===== src/rru_pkg.sv =====
// Shared types and constants for the ray reflect/refract unit.
`default_nettype none
package rru_pkg;
   localparam int FRAC = 12;
   localparam int CW = 16;
   localparam logic CMD_REFLECT = 1'b0;
   localparam logic CMD_REFRACT = 1'b1;

   typedef struct packed {
      logic               command;
      logic signed [15:0] dir_x;
      logic signed [15:0] dir_y;
      logic signed [15:0] dir_z;
      logic signed [15:0] normal_x;
      logic signed [15:0] normal_y;
      logic signed [15:0] normal_z;
      logic [14:0]        eta_ratio;
   } req_type;

   typedef struct packed {
      logic signed [15:0] out_x;
      logic signed [15:0] out_y;
      logic signed [15:0] out_z;
      logic               saturated;
   } rsp_type;

   typedef logic signed [15:0] vec_type [3];
endpackage
`default_nettype wire


===== src/rru_sqrt_stage.sv =====
// One two-bit step of a pipelined floor square root.
`default_nettype none
module rru_sqrt_stage import rru_pkg::*; #(
   parameter int STEP = 0
) (
   input  wire logic        clock,
   input  wire logic        enable,
   input  wire logic [25:0] rem_in,
   input  wire logic [12:0] root_in,
   output logic      [25:0] rem_out,
   output logic      [12:0] root_out
);
   localparam int SH = 24 - 2 * STEP;
   logic [27:0] trial;
   logic [27:0] part;
   logic [25:0] rem_in_c;
   logic [12:0] root_in_c;
   always_comb begin
      part  = 28'(rem_in >> SH);
      trial = {13'd0, root_in, 2'b01};
      if (part >= trial) begin
         rem_in_c  = rem_in - 26'(trial << SH);
         root_in_c = {root_in[11:0], 1'b1};
      end else begin
         rem_in_c  = rem_in;
         root_in_c = {root_in[11:0], 1'b0};
      end
   end
   always_ff @(posedge clock) begin
      if (enable) begin
         rem_out  <= rem_in_c;
         root_out <= root_in_c;
      end
   end
endmodule
`default_nettype wire


===== config.mk =====
export PLATFORM = sky130hd
export DESIGN_NAME = rru_sqrt_stage
export DESIGN_NICKNAME = d
export VERILOG_FILES = /design/src/rru_pkg.sv /design/src/rru_sqrt_stage.sv
export SDC_FILE = /design/constraint.sdc
export NUM_CORES = 1
export LEC_CHECK = 0
export ABC_AREA = 1
export BUFFER_PORTS_ARGS = -buffer_cell sky130_fd_sc_hd__buf_2
export CAP_MARGIN = 20
export CORE_MARGIN = 2
export CORE_UTILIZATION = 40
export DETAILED_ROUTE_END_ITERATION = 8
export PLACE_DENSITY = 0.85
export SYNTH_ARGS = -nofsm -noshare
export SYNTH_HDL_FRONTEND = slang
export SYNTH_SLANG_ARGS = --single-unit

===== constraint.sdc =====
create_clock -name clock -period 2.2 [get_ports clock]
set_input_delay 0.22 -clock clock [delete_from_list [all_inputs] [get_ports clock]]
set_output_delay 0.22 -clock clock [all_outputs]
set_load 0.05 [all_outputs]

==> results.md <==
* Final worst path period share at 52.7%
* IO Pins at 80
* Ys flop type: edfxtp_1
* Clock network power share at 19.9%
* Post-synth top area cell: edfxtp_1
* CP max stage delay at 0.39 ns
* Yosys top cell area share at 86.1%
* M2 GR Usage at 22.6%
* Routed len/inst at 11.7 µm
* Clock-pin slew on the worst setup and hold paths at 0.09 ns
* Synthesized Nets at 124
* Status: finished clean
* Number of global-route vias before repair at 866
* Iteration-0 DRC Markers at 68
* Met3 global-route usage at 6.70%
* Row count at 21
* Sw Share at 30.2%
* Final ANT Viol Nets at 0
* Worst slew pin tran at 0.806 ns
* Ant. Diodes at 0
* FMAX at 863 MHz
* Min Tclk post-route at 1.16 ns
* Routability cong. at 0.846
* Met1 usage at 14.7%
* Final worst slack at 1.04 ns
* Cts bufs inserted at 5
* CP required at 1.98 ns
* Setup TNS at 0 ns
* Yosys warnings at 0
* Routed wire length at 2.48 mm
* Fill count at 279
* Area growth, synth to finish at 36.3%
* IO Port Bufs at 79
* WP buf/inv at 1
* DIE AREA at 3880 µm²
* Cell Area, Synth at 1360 µm²
* First-pass GRT wire length at 3.91 mm
* Yosys reg bits at 39
* Htree depth at 2
* Avg Vias per Cell at 4.44
* Setup CP Type: flip-flop to primary output
* Die Y at 62.3 µm
* Die X at 62.3 µm
* 1st-pass router iterations at 4
* EDFF count, synth at 39
* Hpwl dp at 1.94 mm
* Pre-CTS setup slack at 0.963 ns
* Gate power share at 21.5%
* Leak at 0.812 nW
* Critical path, cell by cell: buf_2
* Setup bufs post-CTS at 0
* Fin. max-slew vios at 0
* HP Class: input port to flip-flop
* Pint at 1.06 mW
* Max Buffers Root-to-Sink at 2
* Peak VDD IR at 0.247 mV
* Final Hold Vio Count at 0
* Post-synthesis sequential area ratio at 86.1%
* Top cells by area, synth: edfxtp_1 (86%), nor2_1 (4.1%), nand2_1 (3.9%)
* Share of layout cells above drive strength 1 at 51.5%
* Most used routing layer: met2
* Net Switching at 460 µW
* CP max FO at 1
* Final net count at 210
* Unrepaired setup endpoints after global routing: no
* Final setup vio count at 0
* GRT Residual Overflow at 0
* Post-Syn Instances at 82
* Core box area at 3310 µm²
* Max-cap violations at 0
* Pwr dens at 822 nW/µm²
* Largest net degree at the start of global routing at 40
* PostCTS Resize Cnt at 0
* Starting Density at 41.1%
* DRC Markers at 0
* Routed vias at 946
* Gr usage total at 14.0%
* Synth async-reset ratio at 0%
* Antenna violations before repair at 0
* Hold_buf cts at 0
* CP arrival at 0.94 ns
* Distinct cells, synth at 12
* CP top delay family: flip-flops
* Slew headroom at 46.3%
* Most instantiated cells after synthesis: edfxtp_1 (39), nor2_1 (15), nand2_1 (14), inv_1 (4)
* Sink Count at 39
* Syn avg cell area at 16.6 µm²
* Setup crit end kind: primary output
* Slowest CP cell: edfxtp_1
* Total Power at 1.52 mW
* CTS tree: done
* Root Buffer: clkbuf_4
* Worst setup SP type: flip-flop
* Most numerous cell in the Yosys netlist: edfxtp_1
* Seq pwr share at 58.6%
==> cell type report <==
class                           count  area (µm²)  share of cell area [%]
Clock buffer                        6        41.3                    2.23
Inverter                            4        15.0                   0.810
Multi-Input combinational cell     39         174                    9.38
Sequential cell                    39        1170                    63.2
Tap cell                           46        57.6                    3.10
Timing Repair Buffer               79         395                    21.3
==> final timing paths <==
kind / startpoint / to / slack (ns) / cells past startpoint
setup / recovery: root_out[5] / root_out[5] / 1.04 / 1
hold / removal: rem_in[23] / rem_out[23] / 0.06 / 1
==> layout by cell type (no fill, tap or decap) <==
cell	synthesis	routed
and3_1	1	1
buf_2	0	79
clkbuf_1	0	1
clkbuf_4	0	5
edfxtp_1	39	39
ha_1	1	1
inv_1	4	4
nand2_1	14	14
nand3_1	2	2
nand4_1	1	1
nor2_1	15	15
nor2_2	2	2
nor3_1	1	1
nor3b_1	1	1
o21ai_0	1	1
==> sequential cells by signal (all words and copies together), names as in the netlist <==
register,count
rem_out,26
root_out,13
==> layer usage <==
metal / up-vias / routed length, µm
met3: 6 / 279
met4: 0 / 67
met2: 55 / 1160
met1: 422 / 971
li1: 463 / -
met5: - / 0
==> stage by stage <==
step / area, µm² / utilization, % / hold WS [ns] / std cells
6_report: 1850 / 56.0 / 0.0567 / 213
5_1_grt: 1850 / 56.0 / 0.0164 / 213
4_1_cts: 1850 / 56.0 / 0.0349 / 213
3_5_place_dp: 1810 / 54.8 / 0.399 / 207
3_3_place_gp: 1810 / 54.8 / 0.397 / 207
2_1_floorplan: 1360 / - / 0.319 / 82
==> power groups by stage <==
stage / clock network (mW) / logic [mW] / registers, mW
detailed placement: 0 / 0.329 / 0.910
finish: 0.304 / 0.327 / 0.892
CTS: 0.319 / 0.330 / 0.893
floorplan: 0 / 0.0140 / 1.12
global placement: 0 / 0.326 / 0.909
global route: 0.361 / 0.342 / 0.898
==> cell families after synthesis <==
logic type / count (synthesis) / synth area share (%)
compound gates: 1 / 0.368
fa+ha+maj: 1 / 0.920
buf+inv: 4 / 1.10
flops: 39 / 86.1
simple gates: 37 / 11.5
(Power assumes the default switching activity.)
